===== src/lcc_pkg.sv =====
// Shared types and codes of the L1 coherence line controller.
// No dependencies.
package lcc_pkg;

    localparam int QUEUE_DEPTH_DEF  = 2;
    localparam int RESULT_DEPTH_DEF = 2;

    // configuration register indexes
    localparam logic [0:0] CFG_BYPASS = 1'b0;
    localparam logic [0:0] CFG_ICACHE = 1'b1;

    // action codes
    localparam logic [2:0] ACT_REPL = 3'd0;
    localparam logic [2:0] ACT_LD   = 3'd1;
    localparam logic [2:0] ACT_ST   = 3'd2;
    localparam logic [2:0] ACT_DSH  = 3'd3;
    localparam logic [2:0] ACT_DEX  = 3'd4;
    localparam logic [2:0] ACT_UACK = 3'd5;
    localparam logic [2:0] ACT_INV  = 3'd6;
    localparam logic [2:0] ACT_RFWD = 3'd7;

    // line states
    localparam logic [2:0] ST_NP  = 3'd0;
    localparam logic [2:0] ST_I   = 3'd1;
    localparam logic [2:0] ST_ISE = 3'd2;
    localparam logic [2:0] ST_IM  = 3'd3;
    localparam logic [2:0] ST_S   = 3'd4;
    localparam logic [2:0] ST_E   = 3'd5;
    localparam logic [2:0] ST_M   = 3'd6;
    localparam logic [2:0] ST_SM  = 3'd7;

    // stall codes
    localparam logic [1:0] STALL_NONE  = 2'd0;
    localparam logic [1:0] STALL_OTHER = 2'd1;
    localparam logic [1:0] STALL_SET   = 2'd2;

    // messages sent down
    localparam logic [3:0] DN_NONE   = 4'd0;
    localparam logic [3:0] DN_READ   = 4'd1;
    localparam logic [3:0] DN_READEX = 4'd2;
    localparam logic [3:0] DN_UPG    = 4'd3;
    localparam logic [3:0] DN_REPL   = 4'd4;
    localparam logic [3:0] DN_FWD    = 4'd5;
    localparam logic [3:0] DN_INVACK = 4'd6;
    localparam logic [3:0] DN_WBC    = 4'd7;
    localparam logic [3:0] DN_WB     = 4'd8;

    // MSHR commands
    localparam logic [1:0] MSHR_NONE  = 2'd0;
    localparam logic [1:0] MSHR_ALLOC = 2'd1;
    localparam logic [1:0] MSHR_ENQ   = 2'd2;
    localparam logic [1:0] MSHR_DRAIN = 2'd3;

    // event marks
    localparam logic [2:0] EVT_NONE  = 3'd0;
    localparam logic [2:0] EVT_DMISS = 3'd1;
    localparam logic [2:0] EVT_CMISS = 3'd2;
    localparam logic [2:0] EVT_PHIT  = 3'd3;
    localparam logic [2:0] EVT_HIT   = 3'd4;
    localparam logic [2:0] EVT_WB    = 3'd5;
    localparam logic [2:0] EVT_STALL = 3'd6;
    localparam logic [2:0] EVT_BYP   = 3'd7;

    // event kind after thread-state rewriting
    typedef enum logic [3:0] {
        K_REPL,
        K_LD,
        K_ST,
        K_DSH,
        K_DEX,
        K_UACK,
        K_INV,
        K_RFWD,
        K_TLD,
        K_TST,
        K_TRSP
    } kind_t;

    typedef struct packed {
        logic [2:0] action;
        logic [2:0] line_state;
        logic       thread_state;
        logic [1:0] insert_stall;
        logic       mshr_free;
        logic       mshr_queue_room;
        logic       prefetch_req;
    } in_item_t;

    typedef struct packed {
        logic [2:0] new_state;
        logic [1:0] stall_res;
        logic [3:0] down_message;
        logic       queued_readex;
        logic       invalidate_up;
        logic       data_response_up;
        logic [1:0] mshr_command;
        logic       insert_line;
        logic       store_data;
        logic       prefetch_mark;
        logic [2:0] event_mark;
        logic       illegal;
    } out_item_t;

    // classified event handed from front to back
    typedef struct packed {
        kind_t      kind;
        logic [2:0] line_state;
        logic [1:0] alloc_stall;
        logic       mshr_free;
        logic       room;
        logic       pref;
    } cls_item_t;

endpackage


===== src/lcc_fifo.sv =====
// Small first-in first-out queue with simultaneous push and pop.
// Depends on nothing; DEPTH must be 2 or more.
module lcc_fifo #(
    parameter int WIDTH = 8,
    parameter int DEPTH = 2
) (
    input  logic             clk,
    input  logic             rst_n,
    input  logic             wr_en,
    input  logic [WIDTH-1:0] wr_data,
    output logic             full,
    input  logic             rd_en,
    output logic [WIDTH-1:0] rd_data,
    output logic             empty
);

    localparam int AW = $clog2(DEPTH);
    localparam int CW = $clog2(DEPTH + 1);

    logic [WIDTH-1:0] mem [DEPTH];
    logic [AW-1:0]    wr_ptr_reg, wr_ptr_next;
    logic [AW-1:0]    rd_ptr_reg, rd_ptr_next;
    logic [CW-1:0]    count_reg, count_next;
    logic             do_wr, do_rd;

    assign full    = (count_reg == CW'(DEPTH));
    assign empty   = (count_reg == '0);
    assign do_wr   = wr_en && !full;
    assign do_rd   = rd_en && !empty;
    assign rd_data = mem[rd_ptr_reg];

    always_comb
    begin
        wr_ptr_next = wr_ptr_reg;
        rd_ptr_next = rd_ptr_reg;
        count_next  = count_reg;
        if (do_wr)
        begin
            wr_ptr_next = (wr_ptr_reg == AW'(DEPTH - 1)) ? '0 : wr_ptr_reg + 1'b1;
        end
        if (do_rd)
        begin
            rd_ptr_next = (rd_ptr_reg == AW'(DEPTH - 1)) ? '0 : rd_ptr_reg + 1'b1;
        end
        if (do_wr && !do_rd)
        begin
            count_next = count_reg + 1'b1;
        end
        else if (do_rd && !do_wr)
        begin
            count_next = count_reg - 1'b1;
        end
    end

    always_ff @(posedge clk or negedge rst_n)
    begin
        if (!rst_n)
        begin
            wr_ptr_reg <= '0;
            rd_ptr_reg <= '0;
            count_reg  <= '0;
        end
        else
        begin
            wr_ptr_reg <= wr_ptr_next;
            rd_ptr_reg <= rd_ptr_next;
            count_reg  <= count_next;
        end
    end

    always_ff @(posedge clk)
    begin
        if (do_wr)
        begin
            mem[wr_ptr_reg] <= wr_data;
        end
    end

endmodule


===== src/lcc_front.sv =====
// Front end: accepts an event, applies thread-state bypass rewriting and
// saturates the allocation check. Uses lcc_pkg.
module lcc_front (
    input  logic              push,
    output logic              full,
    input  lcc_pkg::in_item_t item,
    input  logic              bypass_en,
    input  logic              q_full,
    output logic              q_wr,
    output lcc_pkg::cls_item_t cls
);

    logic tstate;

    assign full   = q_full;
    assign q_wr   = push && !q_full;
    assign tstate = bypass_en && item.thread_state;

    always_comb
    begin
        cls.line_state  = item.line_state;
        // code three counts as a set-event stall
        cls.alloc_stall = (item.insert_stall == 2'd3) ? lcc_pkg::STALL_SET : item.insert_stall;
        cls.mshr_free   = item.mshr_free;
        cls.room        = item.mshr_queue_room;
        cls.pref        = item.prefetch_req;
        case (item.action)
            lcc_pkg::ACT_REPL: cls.kind = lcc_pkg::K_REPL;
            lcc_pkg::ACT_LD:   cls.kind = tstate ? lcc_pkg::K_TLD : lcc_pkg::K_LD;
            lcc_pkg::ACT_ST:   cls.kind = tstate ? lcc_pkg::K_TST : lcc_pkg::K_ST;
            lcc_pkg::ACT_DSH:  cls.kind = tstate ? lcc_pkg::K_TRSP : lcc_pkg::K_DSH;
            lcc_pkg::ACT_DEX:  cls.kind = tstate ? lcc_pkg::K_TRSP : lcc_pkg::K_DEX;
            lcc_pkg::ACT_UACK: cls.kind = lcc_pkg::K_UACK;
            lcc_pkg::ACT_INV:  cls.kind = lcc_pkg::K_INV;
            default:           cls.kind = lcc_pkg::K_RFWD;
        endcase
    end

endmodule


===== src/lcc_back.sv =====
// Back end: protocol transition table for one classified event.
// Uses lcc_pkg; feeds the result queue in the top level.
module lcc_back (
    input  logic               q_empty,
    output logic               q_rd,
    input  lcc_pkg::cls_item_t cls,
    input  logic               icache_en,
    input  logic               res_full,
    output logic               res_wr,
    output lcc_pkg::out_item_t res
);

    assign q_rd   = !q_empty && !res_full;
    assign res_wr = q_rd;

    always_comb
    begin
        lcc_pkg::out_item_t r;
        logic               bad;
        logic [1:0]         stall;
        logic               inv_up;
        lcc_pkg::kind_t     k;
        logic [2:0]         cur;

        k      = cls.kind;
        cur    = cls.line_state;
        inv_up = !icache_en;
        r      = '0;
        r.new_state = cur;
        bad    = 1'b0;
        stall  = lcc_pkg::STALL_NONE;

        case (cur)
            lcc_pkg::ST_NP,
            lcc_pkg::ST_I:
            begin
                if (k == lcc_pkg::K_LD || k == lcc_pkg::K_ST)
                begin
                    if (cur == lcc_pkg::ST_NP && cls.alloc_stall != lcc_pkg::STALL_NONE)
                    begin
                        stall = cls.alloc_stall;
                    end
                    else if (!cls.mshr_free || !cls.room)
                    begin
                        stall = lcc_pkg::STALL_OTHER;
                    end
                    else
                    begin
                        r.insert_line   = 1'b1;
                        r.mshr_command  = lcc_pkg::MSHR_ALLOC;
                        r.down_message  = (k == lcc_pkg::K_LD) ? lcc_pkg::DN_READ
                                                               : lcc_pkg::DN_READEX;
                        r.new_state     = (k == lcc_pkg::K_LD) ? lcc_pkg::ST_ISE
                                                               : lcc_pkg::ST_IM;
                        r.event_mark    = lcc_pkg::EVT_DMISS;
                        r.prefetch_mark = cls.pref;
                    end
                end
                else if (k == lcc_pkg::K_INV)
                begin
                    r.invalidate_up = inv_up;
                end
                else if (k == lcc_pkg::K_RFWD)
                begin
                    r.new_state = cur;
                end
                else if (cur == lcc_pkg::ST_NP && k == lcc_pkg::K_TLD)
                begin
                    r.event_mark   = lcc_pkg::EVT_DMISS;
                    r.down_message = lcc_pkg::DN_READ;
                end
                else if (cur == lcc_pkg::ST_NP && k == lcc_pkg::K_TST)
                begin
                    r.event_mark   = lcc_pkg::EVT_DMISS;
                    r.down_message = lcc_pkg::DN_READEX;
                end
                else if (cur == lcc_pkg::ST_NP && k == lcc_pkg::K_TRSP)
                begin
                    r.event_mark       = lcc_pkg::EVT_BYP;
                    r.data_response_up = 1'b1;
                end
                else
                begin
                    bad = 1'b1;
                end
            end
            lcc_pkg::ST_IM:
            begin
                if (k == lcc_pkg::K_DEX)
                begin
                    r.store_data   = 1'b1;
                    r.mshr_command = lcc_pkg::MSHR_DRAIN;
                    r.new_state    = lcc_pkg::ST_M;
                end
                else if (k == lcc_pkg::K_RFWD)
                begin
                    r.new_state = cur;
                end
                else if (k == lcc_pkg::K_INV)
                begin
                    r.invalidate_up = inv_up;
                end
                else if (k == lcc_pkg::K_LD || k == lcc_pkg::K_ST)
                begin
                    if (!cls.room)
                    begin
                        stall = lcc_pkg::STALL_OTHER;
                    end
                    else
                    begin
                        r.mshr_command = lcc_pkg::MSHR_ENQ;
                        r.event_mark   = lcc_pkg::EVT_PHIT;
                    end
                end
                else
                begin
                    bad = 1'b1;
                end
            end
            lcc_pkg::ST_ISE:
            begin
                if (k == lcc_pkg::K_DSH || k == lcc_pkg::K_DEX)
                begin
                    r.store_data   = 1'b1;
                    r.mshr_command = lcc_pkg::MSHR_DRAIN;
                    r.new_state    = (k == lcc_pkg::K_DSH) ? lcc_pkg::ST_S : lcc_pkg::ST_E;
                end
                else if (k == lcc_pkg::K_RFWD)
                begin
                    r.new_state = cur;
                end
                else if (k == lcc_pkg::K_INV)
                begin
                    r.invalidate_up = inv_up;
                end
                else if (k == lcc_pkg::K_LD)
                begin
                    if (!cls.room)
                    begin
                        stall = lcc_pkg::STALL_OTHER;
                    end
                    else
                    begin
                        r.mshr_command = lcc_pkg::MSHR_ENQ;
                        r.event_mark   = lcc_pkg::EVT_PHIT;
                    end
                end
                else if (k == lcc_pkg::K_ST)
                begin
                    stall = lcc_pkg::STALL_SET;
                end
                else
                begin
                    bad = 1'b1;
                end
            end
            lcc_pkg::ST_S:
            begin
                if (k == lcc_pkg::K_LD)
                begin
                    r.data_response_up = 1'b1;
                    r.event_mark       = lcc_pkg::EVT_HIT;
                end
                else if (k == lcc_pkg::K_ST)
                begin
                    if (!cls.mshr_free || !cls.room)
                    begin
                        stall = lcc_pkg::STALL_OTHER;
                    end
                    else
                    begin
                        r.mshr_command  = lcc_pkg::MSHR_ALLOC;
                        r.down_message  = lcc_pkg::DN_UPG;
                        r.new_state     = lcc_pkg::ST_SM;
                        r.event_mark    = lcc_pkg::EVT_CMISS;
                        r.prefetch_mark = cls.pref;
                    end
                end
                else if (k == lcc_pkg::K_REPL)
                begin
                    r.down_message = lcc_pkg::DN_REPL;
                    r.event_mark   = lcc_pkg::EVT_WB;
                    r.new_state    = lcc_pkg::ST_I;
                end
                else if (k == lcc_pkg::K_RFWD)
                begin
                    r.down_message = lcc_pkg::DN_FWD;
                end
                else if (k == lcc_pkg::K_INV)
                begin
                    r.down_message  = lcc_pkg::DN_INVACK;
                    r.invalidate_up = inv_up;
                    r.new_state     = lcc_pkg::ST_I;
                end
                else
                begin
                    bad = 1'b1;
                end
            end
            lcc_pkg::ST_E,
            lcc_pkg::ST_M:
            begin
                if (k == lcc_pkg::K_LD)
                begin
                    r.data_response_up = 1'b1;
                    r.event_mark       = lcc_pkg::EVT_HIT;
                end
                else if (k == lcc_pkg::K_ST)
                begin
                    r.data_response_up = 1'b1;
                    r.event_mark       = lcc_pkg::EVT_HIT;
                    if (cur == lcc_pkg::ST_E)
                    begin
                        r.store_data = 1'b1;
                        r.new_state  = lcc_pkg::ST_M;
                    end
                end
                else if (k == lcc_pkg::K_REPL)
                begin
                    r.down_message = (cur == lcc_pkg::ST_E) ? lcc_pkg::DN_WBC : lcc_pkg::DN_WB;
                    r.event_mark   = lcc_pkg::EVT_WB;
                    r.new_state    = lcc_pkg::ST_I;
                end
                else if (k == lcc_pkg::K_INV)
                begin
                    r.invalidate_up = inv_up;
                    r.down_message  = (cur == lcc_pkg::ST_E) ? lcc_pkg::DN_WBC : lcc_pkg::DN_WB;
                    r.new_state     = lcc_pkg::ST_I;
                end
                else if (k == lcc_pkg::K_RFWD)
                begin
                    r.down_message = lcc_pkg::DN_FWD;
                    r.new_state    = lcc_pkg::ST_S;
                end
                else if (cur == lcc_pkg::ST_E)
                begin
                    bad = 1'b1;
                end
            end
            default:
            begin
                // shared-to-modified, waiting for the upgrade ack
                if (k == lcc_pkg::K_LD)
                begin
                    r.data_response_up = 1'b1;
                    r.event_mark       = lcc_pkg::EVT_HIT;
                end
                else if (k == lcc_pkg::K_ST)
                begin
                    if (!cls.room)
                    begin
                        stall = lcc_pkg::STALL_SET;
                    end
                    else
                    begin
                        r.mshr_command = lcc_pkg::MSHR_ENQ;
                        r.event_mark   = lcc_pkg::EVT_PHIT;
                    end
                end
                else if (k == lcc_pkg::K_UACK)
                begin
                    r.new_state    = lcc_pkg::ST_M;
                    r.mshr_command = lcc_pkg::MSHR_DRAIN;
                end
                else if (k == lcc_pkg::K_INV)
                begin
                    r.new_state     = lcc_pkg::ST_IM;
                    r.down_message  = lcc_pkg::DN_INVACK;
                    r.queued_readex = 1'b1;
                end
                else if (k == lcc_pkg::K_RFWD)
                begin
                    r.down_message = lcc_pkg::DN_FWD;
                end
                else
                begin
                    bad = 1'b1;
                end
            end
        endcase

        // illegal and stalled events leave the line untouched
        if (bad || stall != lcc_pkg::STALL_NONE)
        begin
            r           = '0;
            r.new_state = cur;
            if (bad)
            begin
                r.illegal = 1'b1;
            end
            else
            begin
                r.stall_res  = stall;
                r.event_mark = lcc_pkg::EVT_STALL;
            end
        end

        res = r;
    end

endmodule


===== src/l1_coherence_line_controller_unit.sv =====
// Top level of the L1 coherence line controller: config registers, front end,
// event queue, transition back end and result queue. Uses lcc_pkg.
//
//   channel   handshake                 payload
//   -------   -----------------------   ------------------------------
//   events    push / full               item   (lcc_pkg::in_item_t)
//   results   pop / empty               result (lcc_pkg::out_item_t)
//   config    cfg_valid / cfg_ready     cfg_index, cfg_data
//
// One event per cycle sustained while results are popped; each event yields exactly one result.
// An accepted event is registered in the event queue, looked up by the back end
// at the queue head and registered into the result queue, which drives result.
// The event queue and result queue decouple the sides; full rises only when
// the event queue holds QUEUE_DEPTH entries behind a stalled result queue.
// Reset is asynchronous; both queues come up empty and config bits read 0.
module l1_coherence_line_controller_unit #(
    parameter int QUEUE_DEPTH  = lcc_pkg::QUEUE_DEPTH_DEF,
    parameter int RESULT_DEPTH = lcc_pkg::RESULT_DEPTH_DEF
) (
    input  logic               clk,
    input  logic               rst_n,
    input  logic               push,
    output logic               full,
    input  lcc_pkg::in_item_t  item,
    output logic               empty,
    input  logic               pop,
    output lcc_pkg::out_item_t result,
    input  logic               cfg_valid,
    output logic               cfg_ready,
    input  logic [0:0]         cfg_index,
    input  logic               cfg_data
);

    logic               bypass_reg, bypass_next;
    logic               icache_reg, icache_next;
    logic               q_full, q_wr, q_empty, q_rd;
    logic               res_full, res_wr;
    lcc_pkg::cls_item_t cls_in, cls_out;
    lcc_pkg::out_item_t res_in;

    assign cfg_ready = 1'b1;

    always_comb
    begin
        bypass_next = bypass_reg;
        icache_next = icache_reg;
        if (cfg_valid)
        begin
            case (cfg_index)
                lcc_pkg::CFG_BYPASS: bypass_next = cfg_data;
                lcc_pkg::CFG_ICACHE: icache_next = cfg_data;
                default:             bypass_next = bypass_reg;
            endcase
        end
    end

    always_ff @(posedge clk or negedge rst_n)
    begin
        if (!rst_n)
        begin
            bypass_reg <= 1'b0;
            icache_reg <= 1'b0;
        end
        else
        begin
            bypass_reg <= bypass_next;
            icache_reg <= icache_next;
        end
    end

    lcc_front u_front (
        .push      (push),
        .full      (full),
        .item      (item),
        .bypass_en (bypass_reg),
        .q_full    (q_full),
        .q_wr      (q_wr),
        .cls       (cls_in)
    );

    lcc_fifo #(
        .WIDTH ($bits(lcc_pkg::cls_item_t)),
        .DEPTH (QUEUE_DEPTH)
    ) u_evt_q (
        .clk     (clk),
        .rst_n   (rst_n),
        .wr_en   (q_wr),
        .wr_data (cls_in),
        .full    (q_full),
        .rd_en   (q_rd),
        .rd_data (cls_out),
        .empty   (q_empty)
    );

    lcc_back u_back (
        .q_empty   (q_empty),
        .q_rd      (q_rd),
        .cls       (cls_out),
        .icache_en (icache_reg),
        .res_full  (res_full),
        .res_wr    (res_wr),
        .res       (res_in)
    );

    lcc_fifo #(
        .WIDTH ($bits(lcc_pkg::out_item_t)),
        .DEPTH (RESULT_DEPTH)
    ) u_res_q (
        .clk     (clk),
        .rst_n   (rst_n),
        .wr_en   (res_wr),
        .wr_data (res_in),
        .full    (res_full),
        .rd_en   (pop),
        .rd_data (result),
        .empty   (empty)
    );

endmodule


===== config.mk =====
export PLATFORM = sky130hd
export DESIGN_NAME = l1_coherence_line_controller_unit
export DESIGN_NICKNAME = d
export VERILOG_FILES = /design/src/lcc_pkg.sv /design/src/lcc_fifo.sv /design/src/lcc_front.sv /design/src/lcc_back.sv /design/src/l1_coherence_line_controller_unit.sv
export SDC_FILE = /design/constraint.sdc
export NUM_CORES = 1
export LEC_CHECK = 0
export BUFFER_PORTS_ARGS = -buffer_cell sky130_fd_sc_hd__buf_4
export CAP_MARGIN = 40
export CORE_MARGIN = 1
export CORE_UTILIZATION = 30
export CTS_CLUSTER_SIZE = 12
export DETAILED_ROUTE_END_ITERATION = 8
export PLACE_DENSITY = 0.43
export SLEW_MARGIN = 20
export SYNTH_ARGS = -nofsm -noshare
export SYNTH_HDL_FRONTEND = slang
export SYNTH_SLANG_ARGS = --single-unit

===== constraint.sdc =====
create_clock -name clk -period 5.4 [get_ports clk]
set_input_delay 0.81 -clock clk [delete_from_list [all_inputs] [get_ports clk]]
set_output_delay 0.81 -clock clk [all_outputs]
set_load 0.01 [all_outputs]

# --- After elaboration in Yosys (flattened, before gate mapping) ---
# Memory sizes are Yosys's and may differ from the RTL's.
# Cells that the tools add are included.
# W data, S select, Z words.
totals:
  ff_bits: 10
  wordCells: 289
  mem_bits_rw: 66
  memories: 2
classes:
  bitwise: 1
  eq_ne: 25
  mux: 200
  add_sub_neg: 8
  reduce_logical: 45
mem_list:
  columns: ["memory", "depth", "word_bits", "rd", "rd_ports_with_merged_regs", "wr", "line_no", "rtl"]
  rows:
  - ["u_res_q.mem", 2, 21, 1, 0, 1, "lcc_fifo.sv:20", "logic [WIDTH-1:0] mem [DEPTH];"]
  - ["u_evt_q.mem", 2, 12, 1, 0, 1, "lcc_fifo.sv:20", null]
ops:
  columns: ["operator", "n"]
  rows:
  - ["$mux W3", 46]
  - ["$mux W4", 23]
  - ["$mux W2", 42]
  - ["$mux W1", 74]
  - ["$pmux W3 S5", 2]
  - ["$pmux W4 S7", 1]
  - ["$mux W21", 1]
  - ["$pmux W2 S5", 2]
  - ["$eq A3 B3 Y1 const B", 6]
  - ["$eq A4 B3 Y1 const B", 4]
  - ["$pmux W4 S4", 1]
  - ["$logic_and A1 B1 Y1", 15]
  - ["$mux W5", 3]
  - ["$eq A3 B2 Y1 const B", 4]
  - ["$eq A4 B4 Y1 const B", 3]
  - ["$logic_not A1 Y1", 11]
  - ["$pmux W1 S5", 2]
  - ["$eq A4 B2 Y1 const B", 2]
  - ["$reduce_bool A2 Y1", 4]
  - ["$reduce_or A7 Y1", 1]
  - ["$eq A2 B2 Y1 const B", 3]
  - ["$eq A3 B1 Y1 const B", 2]
  - ["$logic_not A3 Y1", 2]
  - ["$pmux W1 S3", 2]
  - ["other kinds (11)", 23]

# --- Depth between registers and ports, before layout ---
# An unclocked memory read counts as a cell.
depth:
  depth_word: 12
  ltp_mapped: 9
  depth_no_buf: 7

# --- Hierarchy ---
# A second synthesis with hierarchy kept.
unflattened:
  cells_unflattened: 332
  area_unflattened_um2: 4095.2
by_module_without_submodules:
  columns: ["mod", "seq_area_each_um2", "cells_each", "n_inst", "area_each_um2"]
  rows:
  - ["lcc_fifo at u_res_q", 1361.3, 84, 1, 1790.5]
  - ["lcc_fifo at u_evt_q", 820.8, 56, 1, 1099.8]
  - ["lcc_back", 0.0, 164, 1, 959.7]
  - ["lcc_front", 0.0, 20, 1, 147.6]
  - ["l1_coherence_line_controller_unit", 50.0, 8, 1, 97.6]

# --- Least setup slack after synthesis ---
# No wires, ideal clock.
synth_timing:
  path_type: "register to register"
  from: "register u_evt_q.rd_ptr_reg"
  to: "memory u_res_q.mem[0][2] in the netlist's numbering, data pin"
  slack_ns: 3.197
  arrival_time_ns: 1.926
  path_stages_with_launch: 9
  path_buffers: 2
  setup_ns: 0.277
  t_required_ns: 5.123
  path_cell_list: "dfrtp_1 -> buf_6 -> buf_8 -> nor4_1 -> a22oi_1 -> and2_1 -> a211oi_2 -> o311ai_1 -> nand4bb_1"
synth_rtl:
  columns: ["item", "line_no", "rtl"]
  rows:
  - ["start, declared", "lcc_fifo.sv:22", "logic [AW-1:0] rd_ptr_reg, rd_ptr_next;"]
  - ["start signal, assigned", "lcc_fifo.sv:66", "rd_ptr_reg <= rd_ptr_next;"]
  - ["end, declared", "lcc_fifo.sv:20", null]

==> impl_metrics.env <==
export IMPL_finalCriticalPeriod_ns=2.77
export IMPL_cp_required_ns=5.44
export IMPL_p_sw_share_pct=37.2
export IMPL_async_flop_share_pct=13.2
export IMPL_rows=41
export IMPL_wl_mm=9.82
export IMPL_post_cts_buffers=0
export IMPL_clk_pin_slew_ns=0.06
export IMPL_start_util_pct=31.1
export IMPL_post_cts_resized=0
export IMPL_cts_sinks=76
export IMPL_hold_viol=0
export IMPL_antenna_found_initial=0
export IMPL_syn_num_nets=348
export IMPL_path_max_fanout=39
export IMPL_clock_latency_ns=0.34
export IMPL_slew_headroom_pct=47.0
export IMPL_synth_avg_cell_area_um2=12.1
export IMPL_fmax_mhz=361
export IMPL_finalSetupTns_ns=0
export IMPL_die_y_um=117
export IMPL_synth_seq_cells=76
export IMPL_cts_buffers=9
export IMPL_fin_nets=397
export IMPL_seq_area_frac_synth_pct=56.4
export IMPL_routed_via_density=4.98
export IMPL_drc=0
export IMPL_gp_congestion=0.881
export IMPL_grt_pass1_vias=2690
export IMPL_critPathCaptureType="register"
export IMPL_peakVddDrop_v=0.000186
export IMPL_largest_reg_flops=42
export IMPL_dr_pass1_iters=4
export IMPL_power_density_nw_per_um2=622
export IMPL_p_int_w=0.00185
export IMPL_startpoint_type="register"
export IMPL_synth_top_flop_cell="edfxtp_1"
export IMPL_cts_hold_buf=0
export IMPL_grt_pass1_wl_mm=15.2
export IMPL_timing_max_cap_violations=0
export IMPL_drtIter0Drc=164
export IMPL_cellLeakagePower_nw=1.77
export IMPL_cts_root_buffer_cell="clkbuf_16"
export IMPL_hpwl_mm=7.52
export IMPL_netlist_area_um2=3960
export IMPL_holdCritPathClass="input pin to asynchronous set/reset pin"
export IMPL_rsz0062_at_grt="false"
export IMPL_cp_arrival_ns=2.81
export IMPL_fin_crit_sh_pct=51.3
export IMPL_setup_viol=0
export IMPL_pwr_share_comb_pct=45.3
export IMPL_htree_levels=3
export IMPL_synth_cell_types=67
export IMPL_diodes=0
export IMPL_routedWlPerCell_um=17.8
export IMPL_final_cells=552
export IMPL_syn2layout_area_growth_pct=19.7
export IMPL_grt_overflow=0
export IMPL_yosys_warnings=0
export IMPL_synth_enable_flop_cells=66
export IMPL_port_buffer_count=41
export IMPL_pin_count=43
export IMPL_pwr_share_clk_pct=18.0
export IMPL_syn_inst=327
export IMPL_outcome="completed"
export IMPL_postRouteAntennaNets=0
export IMPL_layout_drive_gt1_share_pct=25.8
export IMPL_finalClockSkew_ns=0.00729
export IMPL_tritoncts="done"
export IMPL_track_usage_pct=15.6
export IMPL_num_vias=2748
export IMPL_tightest_slew_ns=0.795
export IMPL_slew_violations=0
export IMPL_grt_max_degree=40
export IMPL_fp_dieW_um=117
export IMPL_worstSetupPathType="register to register"
export IMPL_top_regs="u_res_q.mem x42, u_evt_q.mem x24"
export IMPL_p_sw_w=0.00110
export IMPL_dpl_cell_count=537
export IMPL_dieArea_um2=13700
export IMPL_max_flop_register="u_res_q.mem"
export IMPL_core_area_um2=12700
export IMPL_power_frac_seq_pct=36.8
export IMPL_cts_path_max_buffers=2
[cell families (layout without fill, tap and decap cells)]
group	count (synthesis)	count (layout)	share of synthesized area, %
multiplexers	36	36	10.1
AO/OA/AOI/OAI	76	76	13.5
buffers and inverters	17	70	2.37
AND/OR/NAND/NOR	106	106	14.0
other	1	1	0.0947
adder cells (fa/ha/maj)	2	2	0.632
XOR/XNOR	13	13	2.88
flip-flops	76	76	56.4
[per-layer routing]
layer  up-vias  track usage [%]  wire [um]
met4         0             7.00        206
met2        64             23.0       4330
met1      1309             21.4       4830
met5         -                0          0
li1       1363                -          -
met3        12             4.43        466
[synth_stat cells, types with 2 or more instances]
master	count	area, um^2
o32a_1	2	20.0
clkbuf_1	3	11.3
nor2_1	22	82.6
o21ai_0	17	85.1
edfxtp_1	66	1980
mux2_2	30	338
nor2b_1	5	31.3
o21a_1	2	15.0
buf_1	2	7.51
ha_1	2	25.0
a31oi_1	4	25.0
a32oi_1	2	17.5
or3b_1	2	17.5
nand2_1	31	116
mux2i_1	5	50.1
inv_1	7	26.3
a21oi_1	15	75.1
and3_1	2	12.5
nor4_1	4	25.0
o2bb2ai_1	2	17.5
nand3_1	9	45.0
nand3b_1	4	30.0
a21o_1	2	15.0
xor2_1	4	35.0
nand4_1	3	18.8
a211oi_2	2	25.0
buf_4	3	22.5
and2_1	4	25.0
o32ai_1	2	17.5
a21boi_0	2	15.0
xnor2_1	9	78.8
o22ai_1	2	12.5
dfrtp_1	10	250
nor3_1	6	30.0
o31ai_1	2	15.0
nor3b_1	4	30.0
and3b_1	2	17.5
a22oi_1	3	22.5
[final cells by class]
class                           instances  area [um^2]
Inverter                                7         26.3
Tap cell                              172          215
Multi-Input combinational cell        234         1630
Sequential cell                        76         2230
Fill cell                            1293         7980
Clock inverter                          5         28.8
Timing Repair Buffer                   48          375
Clock buffer                           10          229
[metrics by stage]
stage	instance area [um^2]	setup slack, ns	total power (W)	util [%]	hold slack [ns]
2_1_floorplan	3960	3.20	0.00195	-	0.460
3_3_place_gp	4440	2.55	0.00243	34.9	0.476
3_5_place_dp	4480	2.64	0.00245	35.2	0.486
4_1_cts	4740	2.63	0.00299	37.3	0.279
5_1_grt	4740	2.36	0.00315	37.3	0.283
6_report	4740	2.63	0.00295	37.3	0.291
[critical path, cell delays in order (launching register included)]
cell and delay (ns):
dfrtp_1 0.32, buf_4 0.35, nor4b_1 0.58, o21ai_0 0.31
nand4_1 0.24, inv_1 0.12, a2111oi_0 0.43, a21oi_1 0.12
[power by group through the flow]
stage	Sequential, W	Combinational, W	Clock, W
finish	0.00109	0.00134	0.000530
global route	0.00112	0.00147	0.000571
CTS	0.00109	0.00135	0.000547
detailed placement	0.00110	0.00135	0
global placement	0.00111	0.00132	0
floorplan	0.00105	0.000895	0
[final timing paths]
check / startpoint / endpoint / slack (ns) / depth (start not counted)
worst max-delay path: u_evt_q.rd_ptr_reg$_DFFE_PN0P_ / u_res_q.mem[0][13]$_DFFE_PP_ / 2.63 / 7
worst min-delay path: rst_n / u_res_q.count_reg[0]$_DFFE_PN0P_ / 0.29 / 1
worst max register to register: u_evt_q.rd_ptr_reg$_DFFE_PN0P_ / u_res_q.mem[0][13]$_DFFE_PP_ / 2.63 / 7
worst min register to register: u_evt_q.wr_ptr_reg$_DFFE_PN0P_ / u_evt_q.wr_ptr_reg$_DFFE_PN0P_ / 0.49 / 1
max in group asynchronous: rst_n / u_evt_q.wr_ptr_reg$_DFFE_PN0P_ / 4.96 / 1
min in group clk: u_evt_q.wr_ptr_reg$_DFFE_PN0P_ / u_evt_q.wr_ptr_reg$_DFFE_PN0P_ / 0.49 / 1
[placed cells by master (no fill, tap or decap), drive strengths merged, types with 8 or more instances in the layout]
cell / count
buf: 48
xnor2: 9
a21oi: 15
inv: 8
mux2: 30
clkbuf: 10
dfrtp: 10
o21ai: 18
nor2: 22
nand3: 9
nand2: 31
edfxtp: 66
Note: power is estimated with default switching activity, not from simulation.
